$ cat config.mk
export PLATFORM = sky130hd
export DESIGN_NAME = pcs_rx_decode_covert_extract_top
export DESIGN_NICKNAME = d
export VERILOG_FILES = /design/src/rtl/pcsrx_pkg.sv /design/src/rtl/pcs_rx_decode_covert_extract_top.sv
export SDC_FILE = /design/constraint.sdc
export NUM_CORES = 1
export LEC_CHECK = 0
export BUFFER_PORTS_ARGS = -buffer_cell sky130_fd_sc_hd__buf_2
export CORE_ASPECT_RATIO = 0.6
export CORE_MARGIN = 2
export CORE_UTILIZATION = 55
export CTS_CLUSTER_SIZE = 16
export DETAILED_ROUTE_END_ITERATION = 8
export PLACE_DENSITY = 0.81
export SYNTH_ARGS = -nofsm -noshare
export SYNTH_HDL_FRONTEND = slang
export SYNTH_SLANG_ARGS = --single-unit
export TNS_END_PERCENT = 1
$ cat constraint.sdc
create_clock -name clk -period 5.4 [get_ports clk]
set_input_delay 0.27 -clock clk [delete_from_list [all_inputs] [get_ports clk]]
set_output_delay 0.27 -clock clk [all_outputs]
set_load 0.1 [all_outputs]
$ cat src/rtl/pcsrx_pkg.sv
// Shared types and constants for the PCS receive decoder with covert extraction.
package pcsrx_pkg;

    // Receive state, also driven out as link_state
    typedef enum logic [2:0] {
        ST_INIT = 3'd0,
        ST_CTRL = 3'd1,
        ST_DATA = 3'd2,
        ST_TERM = 3'd3,
        ST_ERR  = 3'd4
    } link_state_t;

    localparam int HIST_W = 58;
    localparam int LIMIT_W = 8;
    localparam int CFG_INDEX_W = 2;
    localparam int CFG_DATA_W = 58;

    localparam int COVERT_BUFFER_BYTES = 128;
    // Byte position must be able to hold the buffer size itself
    localparam int CPOS_W = $clog2(COVERT_BUFFER_BYTES + 1);
    localparam int CIDX_W = 7;

    localparam logic [CFG_INDEX_W-1:0] CFG_SEED  = 2'd0;
    localparam logic [CFG_INDEX_W-1:0] CFG_LIMIT = 2'd1;

    localparam logic [LIMIT_W-1:0] LIMIT_RESET = 8'd100;
    localparam logic [LIMIT_W-1:0] LIMIT_MAX = LIMIT_W'(COVERT_BUFFER_BYTES);

    localparam logic [1:0] SH_DATA = 2'd2;

    // Descrambler taps x^58 + x^39 + 1
    localparam int TAP_A = 38;
    localparam int TAP_B = 57;

    // Control block type codes
    localparam logic [7:0] BT_START4_C = 8'h33;
    localparam logic [7:0] BT_START4   = 8'h66;
    localparam logic [7:0] BT_START7   = 8'h78;
    localparam logic [7:0] BT_TERM0    = 8'h87;
    localparam logic [7:0] BT_TERM1    = 8'h99;
    localparam logic [7:0] BT_TERM2    = 8'haa;
    localparam logic [7:0] BT_TERM3    = 8'hb4;
    localparam logic [7:0] BT_TERM4    = 8'hcc;
    localparam logic [7:0] BT_TERM5    = 8'hd2;
    localparam logic [7:0] BT_TERM6    = 8'he1;
    localparam logic [7:0] BT_TERM7    = 8'hff;
    localparam logic [7:0] BT_CTRL_1E  = 8'h1e;
    localparam logic [7:0] BT_CTRL_2D  = 8'h2d;
    localparam logic [7:0] BT_CTRL_4B  = 8'h4b;
    localparam logic [7:0] BT_CTRL_55  = 8'h55;

endpackage

$ cat src/rtl/pcs_rx_decode_covert_extract_top.sv
// Top level: 64b/66b receive descrambler, block decoder and covert byte extractor.
//
// One 66-bit block is taken per request on the input channel and one result per
// block comes out on the output channel. A block is accepted in every cycle in
// which the result register is empty or its result is being taken, so the block
// sustains one block per clock; each result is valid in the cycle after acceptance.
// All work (64-bit self-synchronizing descrambler, type decode, receive
// state update and covert bit packing) is a single pass of combinational logic
// between the input ports and the result register; the descrambler history,
// receive state and covert packing state are updated at the accepting edge.
// Configuration: index 0 loads the 58-bit descrambler history immediately;
// index 1 sets the covert byte limit (clamped to the 128-byte buffer); other
// indexes are ignored. Write configuration only while no block is in flight.
module pcs_rx_decode_covert_extract_top
    import pcsrx_pkg::*;
(
    input  logic                   clk,
    input  logic                   rst_n,
    // config write port
    input  logic                   cfg_write,
    input  logic [CFG_INDEX_W-1:0] cfg_index,
    input  logic [CFG_DATA_W-1:0]  cfg_data,
    // block input
    input  logic                   in_valid,
    output logic                   in_ready,
    input  logic [1:0]             sync_header,
    input  logic [63:0]            payload,
    // result output
    output logic                   out_valid,
    input  logic                   out_ready,
    output logic [63:0]            data_word,
    output logic [3:0]             data_bytes,
    output logic                   frame_start,
    output logic                   frame_end,
    output logic                   block_error,
    output logic [2:0]             link_state,
    output logic [2:0]             covert_bits_taken,
    output logic                   covert_byte_valid,
    output logic [7:0]             covert_byte,
    output logic [CIDX_W-1:0]      covert_byte_index
);

    // ---------------- state ----------------
    logic [HIST_W-1:0]  hist_reg;
    link_state_t        state_reg;
    logic [CPOS_W-1:0]  cpos_reg;
    logic [2:0]         cbit_reg;
    logic [7:0]         cpart_reg;
    logic [LIMIT_W-1:0] limit_reg;
    logic               out_valid_reg;

    // result registers
    logic [63:0]        word_reg;
    logic [3:0]         nbytes_reg;
    logic               start_reg;
    logic               end_reg;
    logic               err_reg;
    logic [2:0]         taken_reg;
    logic               cvalid_reg;
    logic [7:0]         cbyte_reg;
    logic [CIDX_W-1:0]  cidx_reg;

    // ---------------- next values ----------------
    logic [HIST_W-1:0]  hist_next;
    link_state_t        state_next;
    logic [CPOS_W-1:0]  cpos_next;
    logic [2:0]         cbit_next;
    logic [7:0]         cpart_next;

    logic [63:0]        word_next;
    logic [3:0]         nbytes_next;
    logic               start_next;
    logic               end_next;
    logic               err_next;
    logic [2:0]         taken_next;
    logic               cvalid_next;
    logic [7:0]         cbyte_next;
    logic [CIDX_W-1:0]  cidx_next;

    logic               accept;
    logic [63:0]        desc;
    logic [7:0]         btype;
    logic [6:0]         cdata;
    logic [2:0]         ccnt;
    logic               is_term;
    logic [2:0]         tail;
    logic [LIMIT_W-1:0] lim_eff;
    logic [3:0]         ctotal;
    logic [63:0]        tail_mask;
    logic               open_ok;

    assign in_ready = !out_valid_reg || out_ready;
    assign accept   = in_valid && in_ready;

    // Descrambler: the received stream, oldest history bit first, then this
    // payload, sits in one vector, so each tap is a fixed offset behind the bit.
    always_comb
    begin
        logic [HIST_W+63:0] bit_seq;
        for (int k = 0; k < HIST_W; k++)
        begin
            bit_seq[HIST_W-1-k] = hist_reg[k];
        end
        bit_seq[HIST_W+63:HIST_W] = payload;
        for (int i = 0; i < 64; i++)
        begin
            desc[i] = payload[i] ^ bit_seq[i + HIST_W - 1 - TAP_A]
                                 ^ bit_seq[i + HIST_W - 1 - TAP_B];
        end
        // after 64 bits the history holds the last 58 received bits, newest in bit 0
        for (int k = 0; k < HIST_W; k++)
        begin
            hist_next[k] = payload[63-k];
        end
    end

    assign btype = desc[7:0];

    // Covert bit field and terminate byte count per block type
    always_comb
    begin
        cdata   = 7'd0;
        ccnt    = 3'd0;
        is_term = 1'b0;
        tail    = 3'd0;
        unique case (btype)
            BT_START4_C: begin cdata = {3'd0, desc[39:36]}; ccnt = 3'd4; end
            BT_TERM0:
            begin
                cdata = desc[14:8]; ccnt = 3'd7; is_term = 1'b1; tail = 3'd0;
            end
            BT_TERM1:
            begin
                cdata = {1'b0, desc[21:16]}; ccnt = 3'd6; is_term = 1'b1; tail = 3'd1;
            end
            BT_TERM2:
            begin
                cdata = {2'd0, desc[28:24]}; ccnt = 3'd5; is_term = 1'b1; tail = 3'd2;
            end
            BT_TERM3:
            begin
                cdata = {3'd0, desc[35:32]}; ccnt = 3'd4; is_term = 1'b1; tail = 3'd3;
            end
            BT_TERM4:
            begin
                cdata = {4'd0, desc[42:40]}; ccnt = 3'd3; is_term = 1'b1; tail = 3'd4;
            end
            BT_TERM5:
            begin
                cdata = {5'd0, desc[49:48]}; ccnt = 3'd2; is_term = 1'b1; tail = 3'd5;
            end
            BT_TERM6:
            begin
                cdata = {6'd0, desc[56]}; ccnt = 3'd1; is_term = 1'b1; tail = 3'd6;
            end
            BT_TERM7:    begin is_term = 1'b1; tail = 3'd7; end
            default:     ;
        endcase
    end

    assign lim_eff   = (limit_reg > LIMIT_MAX) ? LIMIT_MAX : limit_reg;
    assign ctotal    = {1'b0, cbit_reg} + {1'b0, ccnt};
    assign tail_mask = ~(64'hFFFF_FFFF_FFFF_FFFF << {tail, 3'b000});
    assign open_ok   = (state_reg != ST_DATA);

    // Covert packing
    always_comb
    begin
        logic [7:0] shifted;
        shifted     = 8'({1'b0, cdata} << cbit_reg);
        cpos_next   = cpos_reg;
        cbit_next   = cbit_reg;
        cpart_next  = cpart_reg;
        taken_next  = 3'd0;
        cvalid_next = 1'b0;
        cbyte_next  = 8'd0;
        cidx_next   = '0;
        if (sync_header != SH_DATA)
        begin
            priority if (cpos_reg >= lim_eff)
            begin
                // limit reached: drop this block's bits and restart
                cpos_next  = '0;
                cbit_next  = 3'd0;
                cpart_next = 8'd0;
            end
            else if (ccnt != 3'd0)
            begin
                taken_next = ccnt;
                if (ctotal >= 4'd8)
                begin
                    cvalid_next = 1'b1;
                    cbyte_next  = cpart_reg | shifted;
                    cidx_next   = cpos_reg[CIDX_W-1:0];
                    cpos_next   = cpos_reg + CPOS_W'(1);
                    cpart_next  = 8'({1'b0, cdata} >> (4'd8 - {1'b0, cbit_reg}));
                    cbit_next   = 3'(ctotal - 4'd8);
                end
                else
                begin
                    cpart_next = cpart_reg | shifted;
                    cbit_next  = ctotal[2:0];
                end
            end
        end
    end

    // Block classification and receive state
    always_comb
    begin
        state_next  = state_reg;
        word_next   = 64'd0;
        nbytes_next = 4'd0;
        start_next  = 1'b0;
        end_next    = 1'b0;
        err_next    = 1'b0;
        if (sync_header == SH_DATA)
        begin
            if (state_reg == ST_DATA || state_reg == ST_ERR)
            begin
                word_next   = desc;
                nbytes_next = 4'd8;
            end
            else
                err_next = 1'b1;
        end
        else
        begin
            priority if (is_term)
            begin
                if (state_reg == ST_DATA)
                begin
                    word_next   = (desc >> 8) & tail_mask;
                    nbytes_next = {1'b0, tail};
                    end_next    = 1'b1;
                    state_next  = ST_TERM;
                end
                else
                    err_next = 1'b1;
            end
            else if (btype == BT_START4_C || btype == BT_START4 || btype == BT_START7)
            begin
                if (open_ok)
                begin
                    word_next   = (btype == BT_START7) ? (desc >> 8) : (desc >> 32);
                    nbytes_next = (btype == BT_START7) ? 4'd7 : 4'd4;
                    start_next  = 1'b1;
                    state_next  = ST_DATA;
                end
                else
                    err_next = 1'b1;
            end
            else if (btype == BT_CTRL_1E || btype == BT_CTRL_2D ||
                     btype == BT_CTRL_4B || btype == BT_CTRL_55)
            begin
                if (open_ok)
                    state_next = ST_CTRL;
                else
                    err_next = 1'b1;
            end
            else
                err_next = 1'b1;
        end
        if (err_next)
            state_next = ST_ERR;
    end

    // ---------------- control registers ----------------
    always_ff @(posedge clk or negedge rst_n)
    begin
        if (!rst_n)
        begin
            hist_reg      <= '0;
            state_reg     <= ST_INIT;
            cpos_reg      <= '0;
            cbit_reg      <= 3'd0;
            cpart_reg     <= 8'd0;
            limit_reg     <= LIMIT_RESET;
            out_valid_reg <= 1'b0;
        end
        else
        begin
            if (cfg_write && cfg_index == CFG_SEED)
                hist_reg <= cfg_data[HIST_W-1:0];
            else if (accept)
                hist_reg <= hist_next;
            if (cfg_write && cfg_index == CFG_LIMIT)
                limit_reg <= cfg_data[LIMIT_W-1:0];
            if (accept)
            begin
                state_reg <= state_next;
                cpos_reg  <= cpos_next;
                cbit_reg  <= cbit_next;
                cpart_reg <= cpart_next;
            end
            if (accept)
                out_valid_reg <= 1'b1;
            else if (out_ready)
                out_valid_reg <= 1'b0;
        end
    end

    // ---------------- result register ----------------
    always_ff @(posedge clk)
    begin
        if (accept)
        begin
            word_reg   <= word_next;
            nbytes_reg <= nbytes_next;
            start_reg  <= start_next;
            end_reg    <= end_next;
            err_reg    <= err_next;
            taken_reg  <= taken_next;
            cvalid_reg <= cvalid_next;
            cbyte_reg  <= cbyte_next;
            cidx_reg   <= cidx_next;
        end
    end

    // link_state shows the state reached by the block in the result register
    assign out_valid         = out_valid_reg;
    assign data_word         = word_reg;
    assign data_bytes        = nbytes_reg;
    assign frame_start       = start_reg;
    assign frame_end         = end_reg;
    assign block_error       = err_reg;
    assign link_state        = state_reg;
    assign covert_bits_taken = taken_reg;
    assign covert_byte_valid = cvalid_reg;
    assign covert_byte       = cbyte_reg;
    assign covert_byte_index = cidx_reg;

endmodule

==> metrics.md, run 1 <==
| Metric | Value |
|---|---|
| Outcome | `completed` |
| Initial antenna violation count | `1` |
| Top cell type's share of synthesized area | `25.8%` |
| Kind of critical path | `reg -> reg` |
| Post-route DRC | `0` |
| Worst slew margin | `25.2%` |
| Post-synthesis mux area share | `around 7.2%` |
| CTS max path bufs | `2` |
| Initial drt markers | `1,701` |
| Yosys top cell by area | `edfxtp_1` |
| Fill count | `1,519` |
| CP Capture Type | `flop` |
| Unique masters post-synth | `~70` |
| Power Dens Cells | `slightly below 400 mW/mm²` |
| Total grt overflow | `0` |
| Die Height | `111 µm` |
| CTS Sinks | `between 150 and 200` |
| Mapped Cells | `984` |
| Final setup viols | `0` |
| Slew Limit Fails | `0` |
| Top-count cell post-synth | `nand2_1` |
| Largest family of logic cells by synthesized area | `compound AO/OA/AOI/OAI gates` |
| Top cell by count, worst path | `nand3_1` |
| GP Congestion | `about 1.0` |
| Post-CTS Setup Bufs | `0` |
| Worst-path cell chain | `xor3_2, nor4_1, nand2_1, nand3_1, ha_1, a21o_1, a21oi_1, a31oi_2, nand3_1, inv_2, o31ai_1, a31oi_1` |
| Max Cap Viol | `0` |
| Core area | `roughly 0.019 mm²` |
| Worst Path Required | `~5.7 ns` |
| Synth Area in Simple Gates | `13.1%` |
| Final Cycle Share | `79.3%` |
| Layout cells sized above 1 | `25.0%` |
| Top post-synthesis cells by area | `edfxtp_1 26%, dfrtp_1 21%, xnor2_1 6.2%, mux2i_1 5.7%, nand2_1 4.0%` |
| Nets | `about 1,300` |
| ANT cells | `0` |
| Hold Path Class | `in -> reg` |
| VDD IR max | `0.259 mV` |
| Max reg flops | `64` |
| Setup crit start kind | `flop` |
| Reg2reg path depth | `12` |
| Post-synth top flop | `edfxtp_1` |
| HP Start | `cfg_data[21]` |
| First-pass GRT wire length | `~54,000 µm` |
| Tmin final | `4.28 ns` |
| CTS tree | `done` |
| Via/cell ratio | `~6.4` |
| Layout area overhead | `19.0%` |
| Initial Util | `between 50% and 60%` |
| Port Buffer Count | `around 230` |
| Syn_nets | `around 1,100` |
| RSZ-0062 raised after global routing | `no` |
| Flop and latch count out of synthesis | `about 180` |
| Synth async-reset ratio | `between 40% and 50%` |
| H-tree depth | `4` |
| YS warnings | `0` |
| Largest net degree at the start of global routing | `between 100 and 150` |
| Reg2reg start | `hist_reg[35]` |
| DR pass1 iterations | `7` |
| Inst Count DP | `1,419` |
| Cell area after synthesis | `0.0105 mm²` |
| Die width | `about 180 µm` |
| Reg2reg end | `covert_byte[7]` |
| Clock buffer count from CTS | `17` |
| Mean Syn Cell Area | `approximately 11 µm²` |
| Setup_tns | `0 ns` |
| Synth Area in Compound Gates | `between 10 and 15%` |
| Leakage power | `approximately 5.2 nW` |
| Crit path DAT | `about 4.6 ns` |
| R2r setup slk | `roughly 1.1 ns` |
| Clock transition at path regs | `0.07 ns` |
| Critical path's largest stage delay | `0.68 ns` |
| Synth top cells by count | `112 x nand2_1, 90 x edfxtp_1, 86 x dfrtp_1` |
| Synth Area in XOR/XNOR | `a little over an eighth` |
| Post-detail-place hpwl | `28,000 µm` |
| Sequential share of the synthesized area | `a little under half` |
| Clock latency on the worst-skew pair | `~0.46 ns` |
| Tot GR Track Use | `between 30% and 40%` |
| Clock Skew | `between 0.009 and 0.01 ns` |
| Die Area | `0.0202 mm²` |
| Synth Area in Adders | `between 1.5 and 2%` |
| Clk root buf | `clkbuf_16` |
| Min-Delay Path Depth | `3` |
| Vias in the first global route | `around 8,800` |
| Number of flops mapped to enable cells by yosys | `90` |
| Fin. Hold Viols | `0` |
| IO Pins | `between 200 and 250` |
| Worst-margin pin slew | `approximately 1.1 ns` |
| DR WL/cell | `roughly 25 µm` |
| Fmax | `approximately 230 MHz` |
| Final cell count without fillers | `roughly 1,500` |
| CP max FO | `10` |
| Max stage delay cell, worst path | `nor4_1` |
| Routed vias | `slightly above 9,000` |
| Site Rows | `39` |
| Post-Route WL | `approximately 36,000 µm` |
| Post-route ant nets | `0` |
| Worst hold endpoint | `hist_reg[21]` |
[cell usage in the layout, fill, tap and decap left out, types with 5 or more instances in the layout]
master	instances
a21o_1	7
a21oi_1	37
a22o_1	6
a22oi_1	10
and2_1	11
buf_2	224
buf_4	11
bufinv_16	5
clkbuf_16	17
dfrtp_1	86
edfxtp_1	90
ha_1	13
inv_1	13
inv_6	6
mux2_2	10
mux2i_1	60
nand2_1	112
nand2b_1	6
nand3_1	22
nand3b_1	6
nand4_1	7
nor2_1	39
nor3_1	27
nor4_1	20
o2111ai_1	6
o21ai_0	81
o21ai_1	11
o221ai_1	13
o22ai_1	36
o31ai_1	9
or3_1	6
xnor2_1	74
xnor3_1	7
xor2_1	44
xor3_1	7
[power breakdown]
part | leakage (nW) | internal (mW) | switching (mW) | total (mW)
Clock | 0.312 | 0.825 | 0.575 | 1.40
Sequential | 1.99 | 1.61 | 0.144 | 1.75
Combinational | 2.93 | 0.472 | 1.29 | 1.76
Total | 5.23 | 2.91 | 2.01 | 4.92
[logic make-up after synthesis]
family / Yosys count
simple gates: 276
compound gates: 246
flops: 179
xor+xnor: 134
mux: 72
buf+inv: 63
fa+ha+maj: 14
[stage by stage]
stage                     setup WS [ns]  hold slack [ns]  util [%]  power (mW)  cell area, µm²
after CTS                          1.26          0.00249      66.1        4.84           12400
after global routing              0.825           0.0118      66.1        5.04           12400
final                              1.12           0.0136      66.1        4.92           12400
after floorplan                    1.43          -0.0256         -        2.91           10500
after global placement             1.40            0.180      62.6        3.43           11800
after detailed placement           1.28            0.182      62.6        3.45           11800
[worst max path at each step]
stage	from	to	slack, ns	cells past startpoint
2_1_floorplan	out_valid	hist_reg[0]	1.43	6
3_3_place_gp	hist_reg[35]	covert_byte[7]	1.40	12
3_5_place_dp	hist_reg[35]	covert_byte[7]	1.28	12
4_1_cts	hist_reg[35]	covert_byte[7]	1.26	12
5_1_grt	hist_reg[32]	covert_byte[7]	0.83	12
6_report	hist_reg[35]	covert_byte[7]	1.12	12
[final cells by class]
cell class / instances / area, µm² / share of cell area (%)
repair buffers: 236 / 1210 / 9.75
clock buffers: 17 / 425 / 3.42
well taps: 246 / 308 / 2.47
multi-input cells: 742 / 5270 / 42.4
clock inverters: 15 / 223 / 1.79
flip-flops and latches: 179 / 4930 / 39.6
inverters: 17 / 70.1 / 0.563
[what timing repair did]
item / in CTS / in global routing
gates resized for setup: 0 / 0
hold buffers: 1 / 0
hold endpoints to repair: 21 / 0
[layer usage]
layer / up-vias / wire length, µm / global-route usage [%]
met5: - / 13 / 0
met4: 2 / 858 / 10.2
met3: 94 / 5660 / 16.2
met2: 753 / 14000 / 46.8
met1: 4414 / 15600 / 54.2
li1: 4080 / - / -
[critical path, delay by kind of cell, from the launching register on]
kind | cells | cell delay [ns]
AND/OR/NAND/NOR | 4 | 1.75
flip-flops | 1 | 0.42
AO/OA/AOI/OAI | 5 | 0.94
XOR/XNOR | 1 | 0.57
adder cells (fa/ha/maj) | 1 | 0.20
buffers and inverters | 1 | 0.26
Power figures use the tool's default switching activity.
==> inputs of run 2 (changes only) <==
==> constraint.sdc (replaced) <==
create_clock -name clk -period 4.4 [get_ports clk]
set_input_delay 0.22 -clock clk [delete_from_list [all_inputs] [get_ports clk]]
set_output_delay 0.22 -clock clk [all_outputs]
set_load 0.1 [all_outputs]
==> metrics.md, run 2 (synthesis results as in run 1) <==
| Metric | Value |
|---|---|
| Fin. Hold Viols | `0` |
| Tot GR Track Use | `a little under two fifths` |
| Initial Util | `55.5%` |
| Leakage power | `5.47 nW` |
| Max stage delay cell, worst path | `nor4_4` |
| Worst-path cell chain | `xor3_1, nor4_4, o21ai_2, nand3_1, ha_1, a21o_1, a21oi_1, a31oi_2, nand3_1, inv_2, o31ai_1, a31oi_1` |
| CTS resizes | `0` |
| Hold Path Class | `in -> reg` |
| Routed vias | `just under 10,000` |
| Outcome | `completed` |
| Clock Skew | `between 0.015 and 0.02 ns` |
| Layout cells sized above 1 | `about a quarter` |
| DR pass1 iterations | `6` |
| Worst-margin pin slew | `approximately 1.0 ns` |
| Setup crit start kind | `flop` |
| Fin Hold WS | `between 0.01 and 0.015 ns` |
| Critical path's largest stage delay | `a little under 0.7 ns` |
| Worst Path Buf+Inv | `1` |
| Top cell by count, worst path | `nand3_1` |
| Final Cell Area | `between 0.01 and 0.015 mm²` |
| Crit path DAT | `between 4 and 5 ns` |
| CTS max path bufs | `2` |
| Met2 usage | `approximately half` |
| Final setup viols | `0` |
| Tmin final | `slightly below 4 ns` |
| DR WL/cell | `roughly 25 µm` |
| Die Height | `about 110 µm` |
| Most frequent cells in the layout | `224 x buf_2, 112 x nand2_1, 90 x edfxtp_1` |
| Clk root buf | `clkbuf_16` |
| Die Area | `0.0202 mm²` |
| IO Pins | `around 230` |
| Largest net degree at the start of global routing | `about 120` |
| Die width | `between 150 and 200 µm` |
| Via/cell ratio | `~6.5` |
| Post-route DRC | `0` |
| Max Cap Viol | `0` |
| GRT met1 Usage | `between 50% and 60%` |
| CP max FO | `10` |
| Setup_tns | `0 ns` |
| Initial antenna violation count | `0` |
| H-tree depth | `4` |
| Final Cycle Share | `about nine tenths` |
| Fmax | `around 250 MHz` |
| GP Congestion | `between 1 and 1.5` |
| Post-route ant nets | `0` |
| Area after DPL | `0.0119 mm²` |
| CP delay by family, top | `compound AO/OA/AOI/OAI gates` |
| Most Used Layer, Global Route | `met1` |
| RSZ-0062 raised after global routing | `no` |
| Clock latency on the worst-skew pair | `~0.46 ns` |
| Clock transition at path regs | `approximately 0.070 ns` |
| CTS Sinks | `between 150 and 200` |
| Core area | `around 0.019 mm²` |
| Nets | `1,394` |
| CTS tree | `done` |
| Total grt overflow | `0` |
| Kind of critical path | `reg -> reg` |
| Worst Path Required | `~4.6 ns` |
| Layout area overhead | `23.9%` |
| Post-Route WL | `~38,000 µm` |
| First-pass GRT wire length | `56,700 µm` |
| Routing usage on met3 | `roughly 14%` |
| VDD IR max | `0.335 mV` |
| Clock buffer count from CTS | `17` |
| Worst slew margin | `32.0%` |
| Port Buffer Count | `around 230` |
| CP Capture Type | `flop` |
| Max reg flops | `64` |
| Site Rows | `39` |
| Vias in the first global route | `9,107` |
| Initial drt markers | `~1,800` |
| Post-detail-place hpwl | `approximately 29,000 µm` |
| Slew Limit Fails | `0` |
| ANT cells | `0` |
| Commonest non-fill, non-tap cell in the layout | `buf_2` |
| Power Dens Cells | `464 mW/mm²` |
-- run 2: changes by cell type in the layout (fill, tap and decap cells not counted), sizes merged --
cell	before	now
bufinv	5	4
buf	235	247
dlygate4sd3	1	45
clkbuf	17	18
-- run 2: area by class of cell --
cell class / count / area, µm²
fill: 1363 / 5880
multi-input combinational: 742 / 5270
sequential: 179 / 4930
timing repair buffer: 292 / 1740
clock buffer: 18 / 429
tap: 246 / 308
clock inverter: 14 / 199
inverter: 17 / 70.1
-- run 2: final timing paths --
kind / startpoint / end / slack (ns) / cells past startpoint
worst max-delay path: hist_reg[32] / covert_byte[7] / 0.45 / 12
worst min-delay path: cfg_data[12] / hist_reg[12] / 0.01 / 3
worst max register to register: hist_reg[32] / covert_byte[7] / 0.45 / 12
worst min register to register: limit_reg[0] / limit_reg[0] / 0.51 / 1
max in group asynchronous: rst_n / limit_reg[1] / 3.04 / 3
min in group asynchronous: rst_n / hist_reg[12] / 0.34 / 2
-- run 2: layer usage --
metal / vias up / part of all wire [%]
met5: - / 0
met4: 0 / 2.5
met3: 109 / 15
met2: 795 / 38
met1: 4658 / 44
li1: 4193 / -
-- run 2: tightest hold or removal path, cell delays in order --
cell	delay, ns
buf_2	0.09
nand2_1	0.04
o21ai_0	0.08
-- run 2: power by group --
part | internal [mW] | total [mW] | switching (mW)
sequential | 1.97 | 2.15 | 0.171
clock | 0.959 | 1.67 | 0.708
combinational | 0.610 | 2.20 | 1.59
total | 3.54 | 6.02 | 2.47
-- run 2: stage by stage --
stage / setup WS (ns) / total power [mW] / utilization (%) / instances
floorplan: 0.430 / 3.57 / - / 984
global placement: 0.741 / 4.23 / 63.1 / 1431
detailed placement: 0.613 / 4.24 / 63.1 / 1431
CTS: 0.550 / 5.92 / 68.8 / 1508
global route: 0.244 / 6.17 / 68.8 / 1508
finish: 0.448 / 6.02 / 68.8 / 1508
-- run 2: timing repair --
item,CTS,global route
setup buffers,0,0
hold buffers,45,0
hold endpoints to repair,91,0
==> inputs of run 3 (changes only) <==
--- a/config.mk
+++ b/config.mk
@@ -11,6 +11,7 @@
 export CORE_UTILIZATION = 55
 export CTS_CLUSTER_SIZE = 16
 export DETAILED_ROUTE_END_ITERATION = 8
+export GPL_TIMING_DRIVEN = 0
 export PLACE_DENSITY = 0.81
 export SYNTH_ARGS = -nofsm -noshare
 export SYNTH_HDL_FRONTEND = slang
==> metrics.md, run 3 (synthesis results as in run 1) <==
| Metric | Value |
|---|---|
| Critical path's largest stage delay | `around 0.62 ns` |
| Post-route DRC | `0` |
| Clock latency on the worst-skew pair | `roughly 0.44 ns` |
| First-pass GRT wire length | `around 57,000 µm` |
| Worst Path Required | `between 4 and 5 ns` |
| Worst Path Buf+Inv | `1` |
| Clock buffer count from CTS | `17` |
| Initial antenna violation count | `0` |
| DR WL/cell | `between 20 and 30 µm` |
| Largest net degree at the start of global routing | `a little over 70` |
| Crit path DAT | `approximately 4.5 ns` |
| Worst slew margin | `17.1%` |
| Util after Layout | `about two thirds` |
| Fmax | `236 MHz` |
| Power Dens Cells | `around 460 mW/mm²` |
| Site Rows | `39` |
| Worst-margin pin slew | `~1.2 ns` |
| Tot GR Track Use | `38.1%` |
| Via/cell ratio | `between 6 and 7` |
| Slew Limit Fails | `0` |
| Reg2reg start | `hist_reg[38]` |
| Post-detail-place hpwl | `29,600 µm` |
| CP max FO | `10` |
| Leakage power | `about 5.3 nW` |
| Min-Delay Path Depth | `3` |
| Seq pwr share | `a little under two fifths` |
| R2r setup slk | `around 0.17 ns` |
| CTS tree | `done` |
| Layout cells sized above 1 | `between 20% and 30%` |
| Final Cycle Share | `96.2%` |
| Die width | `between 150 and 200 µm` |
| CP Capture Type | `flop` |
| Initial drt markers | `roughly 1,300` |
| Die Height | `roughly 110 µm` |
| Vias in the first global route | `9,361` |
| Core area | `0.0188 mm²` |
| Max Cap Viol | `0` |
| Worst hold endpoint | `hist_reg[14]` |
| Power Total | `roughly 5.8 mW` |
| Switching share of total power | `approximately 42%` |
| Layout area overhead | `22.1%` |
| Comb power frac | `approximately 38%` |
| VDD IR max | `around 0.33 mV` |
| Clock Skew | `between 0.01 and 0.015 ns` |
| Die Area | `between 0.02 and 0.025 mm²` |
| Post-route ant nets | `0` |
| CTS max path bufs | `2` |
| GP Congestion | `1.02` |
| Worst-path cell chain | `xor3_1, nor4_2, o21ai_1, nand3_1, ha_1, a21o_1, a21oi_1, a31oi_2, nand3_2, inv_2, o31ai_1, a31oi_1` |
| Total grt overflow | `0` |
| Clk root buf | `clkbuf_16` |
| Setup_tns | `0 ns` |
| Max reg flops | `64` |
| Tmin final | `4.23 ns` |
| Reg2reg end | `covert_byte[7]` |
| Clock power frac | `25.2%` |
| Clock transition at path regs | `around 0.080 ns` |
| DR pass1 iterations | `8` |
| H-tree depth | `4` |
| Failing checks | `hold timing` |
| IO Pins | `roughly 230` |
| Post-Route WL | `between 30,000 and 40,000 µm` |
| Final setup viols | `0` |
| Kind of critical path | `reg -> reg` |
| Fin Hold WS | `-0.00203 ns` |
| Fin. Hold Viols | `3` |
| Port Buffer Count | `roughly 220` |
| Setup crit start kind | `flop` |
| Internal power | `~3.4 mW` |
| Routed vias | `between 9,000 and 10,000` |
| Max stage delay cell, worst path | `xor3_1` |
| HP Start | `cfg_data[14]` |
| CTS Sinks | `approximately 180` |
| Psw | `approximately 2.5 mW` |
| CP delay by family, top | `compound AO/OA/AOI/OAI gates` |
| Initial Util | `between 50% and 60%` |
| Commonest non-fill, non-tap cell in the layout | `buf_2` |
| Most frequent cells in the layout | `221 x buf_2, 112 x nand2_1, 90 x edfxtp_1` |
| Reg2reg path depth | `12` |
| Hold Path Class | `in -> reg` |
| RSZ-0062 raised after global routing | `no` |
| Outcome | `complete, but fails checks` |
| ANT cells | `0` |
| Nets | `around 1,400` |
## run 3: power by group through the flow
stage / logic [mW] / registers (mW) / clock network (mW)
finish: 2.22 / 2.14 / 1.47
global route: 2.28 / 2.16 / 1.56
CTS: 2.09 / 2.14 / 1.48
detailed placement: 2.06 / 2.17 / 0
global placement: 2.05 / 2.16 / 0
floorplan: 0.959 / 2.61 / 0
## run 3: worst max-delay path by stage
stage | from | to | slack, ns | cells past startpoint
floorplan | out_valid | hist_reg[0] | 0.43 | 6
global placement | hist_reg[35] | covert_byte[7] | -0.11 | 12
detailed placement | hist_reg[35] | covert_byte[7] | -0.05 | 12
CTS | hist_reg[37] | covert_byte[7] | 0.07 | 12
global route | hist_reg[32] | covert_byte[7] | 0.05 | 12
finish | hist_reg[38] | covert_byte[7] | 0.17 | 12
## run 3: stage by stage
step	cell area, µm²	std cells	worst slack [ns]	hold slack [ns]
6_report	12800	1508	0.166	-0.00203
5_1_grt	12800	1508	0.0525	0.00454
4_1_cts	12700	1505	0.0685	0.00119
3_5_place_dp	11900	1451	-0.0454	0.163
3_3_place_gp	11900	1449	-0.114	0.424
2_1_floorplan	10500	984	0.430	-0.0756
## run 3: area by class of cell
type,instances,area (µm²)
plain buffers,46,198
well taps,246,308
fillers,1519,6060
multi-input cells,742,5310
flip-flops and latches,179,4930
clock inverters,14,126
repair buffers,246,1400
inverters,17,65.1
clock buffers,18,429
## run 3: what timing repair did
| action | CTS | global route |
|---|---|---|
| endpoints found under the hold margin | 42 | 2 |
| gates resized for setup | 1 | 6 |
| hold buffers | 21 | 2 |
| setup buffers | 1 | 1 |
| setup endpoints to repair | 2 | 16 |
| pin swaps | 1 | 1 |
## run 3: worst register-to-register path, cell delays in order, from the launching register on
cell,delay [ns]
dfrtp_1,0.44
xor3_1,0.62
nor4_2,0.61
o21ai_1,0.33
nand3_1,0.24
ha_1,0.22
a21o_1,0.15
a21oi_1,0.16
a31oi_2,0.46
nand3_2,0.35
inv_2,0.26
o31ai_1,0.10
a31oi_1,0.15
## run 3: per-layer routing
metal	part of all wire, %	vias up	GRT usage, %
li1	-	4189	-
met1	42	4676	56.6
met2	39	817	51.3
met3	17	84	16.5
met4	2.4	0	8.55
met5	0	-	0
